==> config.mk <==
export PLATFORM = sky130hd
export DESIGN_NAME = binary_to_decimal_ascii
export DESIGN_NICKNAME = d
export VERILOG_FILES = /design/src/sv/bda_pkg.sv /design/src/sv/binary_to_decimal_ascii.sv
export SDC_FILE = /design/constraint.sdc
export NUM_CORES = 1
export LEC_CHECK = 0
export ABC_AREA = 1
export BUFFER_PORTS_ARGS = -buffer_cell sky130_fd_sc_hd__buf_4
export CAP_MARGIN = 20
export CELL_PAD_IN_SITES_DETAIL_PLACEMENT = 1
export CELL_PAD_IN_SITES_GLOBAL_PLACEMENT = 2
export CORE_MARGIN = 5
export CORE_UTILIZATION = 41
export DETAILED_ROUTE_END_ITERATION = 10
export PLACE_DENSITY_LB_ADDON = 0.1
export SYNTH_ARGS = -nofsm -noshare
export SYNTH_HDL_FRONTEND = slang
export SYNTH_SLANG_ARGS = --single-unit
==> constraint.sdc <==
create_clock -name i_clk -period 13.9 [get_ports i_clk]
set_input_delay 1.39 -clock i_clk [delete_from_list [all_inputs] [get_ports i_clk]]
set_output_delay 1.39 -clock i_clk [all_outputs]
set_load 0.01 [all_outputs]
==> src/sv/bda_pkg.sv <==
// ----------------------------------------------------------------------------
// bda_pkg: shared types and constants for the decimal ascii converter
// Field widths, bcd sizing, ascii codes and the controller states.
// ----------------------------------------------------------------------------
`default_nettype none

package bda_pkg;

    // input and output field widths
    localparam int VALUE_W  = 64;
    localparam int CHAR_W   = 8;
    localparam int LENGTH_W = 5;

    // bcd register: twenty decimal digits cover any 64-bit value
    localparam int DIGITS   = 20;
    localparam int BCD_W    = DIGITS * 4;
    localparam int BIT_CNT_W = $clog2(VALUE_W);
    localparam int DIG_CNT_W = $clog2(DIGITS + 1);

    // ascii codes
    localparam logic [CHAR_W-1:0] ASCII_ZERO  = 8'h30;
    localparam logic [CHAR_W-1:0] ASCII_SPACE = 8'h20;

    // controller states
    typedef enum logic [2:0] {
        ST_IDLE,
        ST_CONV,
        ST_TRIM,
        ST_EMIT,
        ST_SPACE
    } t_state;

endpackage

`default_nettype wire

==> src/sv/binary_to_decimal_ascii.sv <==
// ----------------------------------------------------------------------------
// binary_to_decimal_ascii: unsigned 64-bit number to decimal ascii text
// Bit-serial double dabble into bcd, then one character per ready cycle.
// ----------------------------------------------------------------------------
// Usage
//   Input channel: i_valid / o_ready with i_value (64-bit unsigned). One item
//   is taken whenever o_ready is high, which is only while the block is idle.
//   Output channel: o_valid / i_ready with o_character, o_last, o_length.
//   Each item gives its decimal digits, most significant first and without
//   leading zeros (zero gives a single '0'), then one space with o_last set.
//   o_length carries digits plus one on every character of the run.
// Operation
//   The binary value is shifted into a 20-digit bcd register one bit per
//   cycle, then leading zero digits are dropped one per cycle, keeping at
//   least one digit, then the characters leave one per cycle while i_ready
//   is high.
// Reset and stall
//   Synchronous active-low reset returns the controller to idle and drops
//   any run in progress. A low i_ready holds the current character on the
//   output unchanged until it is taken.
// ----------------------------------------------------------------------------
`default_nettype none

module binary_to_decimal_ascii (
    input  wire logic                          i_clk,
    input  wire logic                          i_rst_n,
    // input item
    input  wire logic                          i_valid,
    output logic                               o_ready,
    input  wire logic [bda_pkg::VALUE_W-1:0]   i_value,
    // result item
    output logic                               o_valid,
    input  wire logic                          i_ready,
    output logic [bda_pkg::CHAR_W-1:0]         o_character,
    output logic                               o_last,
    output logic [bda_pkg::LENGTH_W-1:0]       o_length
);

    import bda_pkg::*;

    t_state                 r_state, n_state;
    logic [VALUE_W-1:0]     r_bin,   n_bin;
    logic [BCD_W-1:0]       r_bcd,   n_bcd;
    logic [BIT_CNT_W-1:0]   r_bit,   n_bit;
    logic [DIG_CNT_W-1:0]   r_ndig,  n_ndig;
    logic [DIG_CNT_W-1:0]   r_left,  n_left;

    logic [BCD_W-1:0]       adj_bcd;
    logic [3:0]             top_digit;

    // add-3 correction on every digit that is five or more
    always_comb begin
        for (int d = 0; d < DIGITS; d++) begin
            if (r_bcd[d*4 +: 4] >= 4'd5) begin
                adj_bcd[d*4 +: 4] = r_bcd[d*4 +: 4] + 4'd3;
            end else begin
                adj_bcd[d*4 +: 4] = r_bcd[d*4 +: 4];
            end
        end
    end

    assign top_digit = r_bcd[BCD_W-1 -: 4];

    // state register
    always_ff @(posedge i_clk) begin
        if (!i_rst_n) begin
            r_state <= ST_IDLE;
        end else begin
            r_state <= n_state;
        end
    end

    // datapath registers
    always_ff @(posedge i_clk) begin
        r_bin  <= n_bin;
        r_bcd  <= n_bcd;
        r_bit  <= n_bit;
        r_ndig <= n_ndig;
        r_left <= n_left;
    end

    // next state and outputs
    always_comb begin
        n_state     = r_state;
        n_bin       = r_bin;
        n_bcd       = r_bcd;
        n_bit       = r_bit;
        n_ndig      = r_ndig;
        n_left      = r_left;
        o_ready     = 1'b0;
        o_valid     = 1'b0;
        o_last      = 1'b0;
        o_character = ASCII_SPACE;
        o_length    = LENGTH_W'(r_ndig + DIG_CNT_W'(1));

        case (r_state)
            ST_IDLE: begin
                o_ready = 1'b1;
                if (i_valid) begin
                    n_bin   = i_value;
                    n_bcd   = '0;
                    n_bit   = BIT_CNT_W'(VALUE_W - 1);
                    n_ndig  = DIG_CNT_W'(DIGITS);
                    n_state = ST_CONV;
                end
            end
            // one binary bit into the bcd register per cycle
            ST_CONV: begin
                n_bcd = {adj_bcd[BCD_W-2:0], r_bin[VALUE_W-1]};
                n_bin = {r_bin[VALUE_W-2:0], 1'b0};
                n_bit = r_bit - BIT_CNT_W'(1);
                if (r_bit == '0) begin
                    n_state = ST_TRIM;
                end
            end
            // drop one leading zero digit per cycle, keep at least one digit
            ST_TRIM: begin
                if (top_digit == 4'd0 && r_ndig > DIG_CNT_W'(1)) begin
                    n_bcd  = {r_bcd[BCD_W-5:0], 4'd0};
                    n_ndig = r_ndig - DIG_CNT_W'(1);
                end else begin
                    n_left  = r_ndig;
                    n_state = ST_EMIT;
                end
            end
            // digits, most significant first
            ST_EMIT: begin
                o_valid     = 1'b1;
                o_character = ASCII_ZERO + {4'd0, top_digit};
                if (i_ready) begin
                    n_bcd  = {r_bcd[BCD_W-5:0], 4'd0};
                    n_left = r_left - DIG_CNT_W'(1);
                    if (r_left == DIG_CNT_W'(1)) begin
                        n_state = ST_SPACE;
                    end
                end
            end
            // trailing space ends the run
            ST_SPACE: begin
                o_valid = 1'b1;
                o_last  = 1'b1;
                if (i_ready) begin
                    n_state = ST_IDLE;
                end
            end
            default: begin
                n_state = ST_IDLE;
            end
        endcase
    end

    // checks
    a_no_overlap: assert property (@(posedge i_clk) disable iff (!i_rst_n)
        o_ready |-> !o_valid)
        else $error("input taken while a result is pending");

    a_last_is_space: assert property (@(posedge i_clk) disable iff (!i_rst_n)
        (o_valid && o_last) |-> (o_character == ASCII_SPACE))
        else $error("last character is not a space");

    a_length_range: assert property (@(posedge i_clk) disable iff (!i_rst_n)
        o_valid |-> (o_length >= LENGTH_W'(2) && o_length <= LENGTH_W'(DIGITS + 1)))
        else $error("length out of range");

    a_left_bound: assert property (@(posedge i_clk) disable iff (!i_rst_n)
        (r_state == ST_EMIT) |-> (r_left != '0 && r_left <= r_ndig))
        else $error("digit counter out of range");

    a_space_follows: assert property (@(posedge i_clk) disable iff (!i_rst_n)
        (r_state == ST_EMIT && r_left == DIG_CNT_W'(1) && i_ready)
        |=> (r_state == ST_SPACE))
        else $error("space does not follow the last digit");

endmodule

`default_nettype wire
==> impl_metrics.tcl <==
set metrics [dict create \
    ctsHoldBuffers 0 \
    ys_seq_area_frac 0.5367 \
    drtIter0Drc 398 \
    syn_inst 974 \
    design_area_um2 10440 \
    gp_congestion 0.7666 \
    cts_tree "built" \
    htree_levels 4 \
    worstPathArrival_ns 1.65 \
    fin_tns_setup_ns 0 \
    comb_power_share 0.411 \
    start_kind "flip-flop" \
    rsz0062_at_grt "false" \
    clockRootBuffer "clkbuf_16" \
    cp-end-kind "output pin" \
    fin_skew_ns 0.01253 \
    cts.reportedPaths.clkPinSlew_ns 0.07 \
    setup_violations 0 \
    hp-class "reg -> reg" \
    numCtsBuffers 17 \
    fmax_mhz 328.9 \
    area_delta_synth_final_pct 15.18 \
    io_buffers 80 \
    outcome "finished, final reports clean" \
    wire_per_inst_um 14.81 \
    yosysWarnings 0 \
    drc 0 \
    io_pins 84 \
    antenna_found_initial 0 \
    synthArstFlopShare 0 \
    diodes 0 \
    critPathKind "reg -> out" \
    placed_area_um2 9857 \
    core-area_um2 21820 \
    rrSetupSlack_ns 11.16 \
    critPathMaxFanout 19 \
    max_cap_violations 0 \
    avgSynthCellArea_um2 9.306 \
    clkLatencyLatePin_ns 0.44 \
    cts.path.max_buffers 2 \
    wirelength_um 19780 \
    fin_nets 1158 \
    drive_gt1_frac 0.1403 \
    final.period_utilization 0.2187 \
    sw_frac_of_total 0.4295 \
    grt_use_total 0.1628 \
    drt_first_pass_iters 4 \
    dieArea_um2 25180 \
    cts_sinks 163 \
    die_w_um 158.7 \
    p_leak_nw 4.417 \
    fin_crit_ns 3.040 \
    worstPathRequired_ns 12.51 \
    place_hpwl_um 12850 \
    p_clk_frac 0.178 \
    hold_viol 0 \
    p_int_w 0.001509 \
    seq_power_share 0.411 \
    vias_per_cell 5.029 \
    grt_pass1_vias 7052 \
    grt_max_degree 91 \
    cts_resized 0 \
    netlist_area_um2 9064 \
    num_rows 54 \
    slew_violations 0 \
    power_density_nw_per_um2 253.4 \
    overflow 0 \
    post_cts_buffers 0 \
    worstMarginPinSlew_ns 1.073 \
    synth.distinct_cells 32 \
    die_h_um 158.7 \
    synth_seq_cells 163 \
    synth_edf_count 160 \
    synthFlopType "edfxtp_1" \
    postRouteAntennaNets 0 \
    slew_headroom 0.2848 \
    switchingPower_w 0.001136 \
    grt_pass1_wl_um 33290 \
    vias 6714 \
    start_util 0.4153 \
    ir_worst_vdd_mv 0.1496 \
]
-- layer usage --
layer / vias up / share of wire / track usage
met3: 18 / 0.024 / 0.03425
met5: - / 0 / 0
li1: 3422 / - / -
met4: 0 / 0.012 / 0.04305
met2: 75 / 0.48 / 0.2745
met1: 3199 / 0.48 / 0.2138
-- worst paths after layout --
path | startpoint | end | depth (start not counted)
worst max-delay path | r_state[2] | o_valid | 4
worst min-delay path | r_bin[38] | r_bin[39] | 2
worst max register to register | r_state[0] | r_state[2] | 9
worst min register to register | r_bin[38] | r_bin[39] | 2
-- cell usage after synthesis, types with 2 or more instances --
library cell,n,area share
o21ai_1,27,0.015
conb_1,2,0.00083
o21ai_0,120,0.066
xnor2_1,4,0.0039
buf_6,5,0.0062
clkbuf_1,3,0.0012
a21oi_1,64,0.035
nand3_2,2,0.0022
xor2_1,21,0.020
dfxtp_1,3,0.0066
buf_2,21,0.012
inv_1,116,0.048
o22ai_1,2,0.0014
nor2_1,44,0.018
inv_2,5,0.0021
nand2_1,256,0.11
nor3_1,2,0.0011
ha_1,47,0.065
nand2_2,2,0.0014
edfxtp_1,160,0.53
o22ai_2,17,0.023
o211ai_1,3,0.0025
buf_4,7,0.0058
nand4_1,5,0.0035
nand3_1,29,0.016
-- worst max-delay path, cell delays in order (launching register included) --
cell     delay [ns]
dfxtp_1        0.56
inv_2          0.11
nand3_2        0.29
nand2_1        0.10
buf_4          0.15
-- layout make-up --
type | count | area (um^2)
Clock buffer | 17 | 425.4
Clock inverter | 14 | 157.7
Fill cell | 2541 | 11380
Inverter | 121 | 455.4
Multi-Input combinational cell | 655 | 3548
Sequential cell | 163 | 4865
Tap cell | 280 | 350.3
Timing Repair Buffer | 85 | 638.1
-- logic make-up (layout without fill, tap and decap cells) --
family	count (synthesis)	count (layout)	share of synthesized area
simple gates	345	345	0.1530
compound gates	235	235	0.1455
flops	163	163	0.5367
buf+inv	157	237	0.07496
fa+ha+maj	47	47	0.06488
xor+xnor	25	25	0.02416
other cells	2	3	0.0008286
-- registers in the layout, indices dropped and copies added, names as in the netlist --
| signal | cells |
|---|---|
| r_left | 5 |
| r_bcd | 80 |
| r_ndig | 5 |
| r_bin | 64 |
| r_state | 3 |
| r_bit | 6 |
-- cells in the final DEF (no fill, tap or decap), types with 5 or more instances in the layout --
master,count
o22ai_2,17
inv_1,116
edfxtp_1,160
nand3_1,29
buf_4,85
xor2_1,21
nand4_1,5
ha_1,47
clkbuf_16,17
o21ai_0,120
nand2_1,255
o21ai_1,27
inv_8,8
a21oi_1,63
nor2_1,44
-- power groups by stage --
stage	registers [W]	clock network (W)	logic [W]
2_1_floorplan	0.00108	0	0.000837
4_1_cts	0.00109	0.000487	0.00112
3_3_place_gp	0.00109	0	0.00109
3_5_place_dp	0.00110	0	0.00111
6_report	0.00109	0.000471	0.00109
5_1_grt	0.00112	0.000509	0.00126
-- per-stage QoR --
stage | setup slack, ns | utilization | total power, W | cells | hold slack, ns
final | 10.86 | 0.4784 | 0.002646 | 1335 | 0.5242
after global routing | 10.72 | 0.4784 | 0.002889 | 1335 | 0.5427
after CTS | 10.83 | 0.4784 | 0.002699 | 1335 | 0.5288
after detailed placement | 10.72 | 0.4517 | 0.002210 | 1304 | 0.5058
after global placement | 10.74 | 0.4517 | 0.002177 | 1304 | 0.5004
after floorplan | 7.870 | - | 0.001915 | 975 | 0.4943
Power figures use the tool's default switching activity.
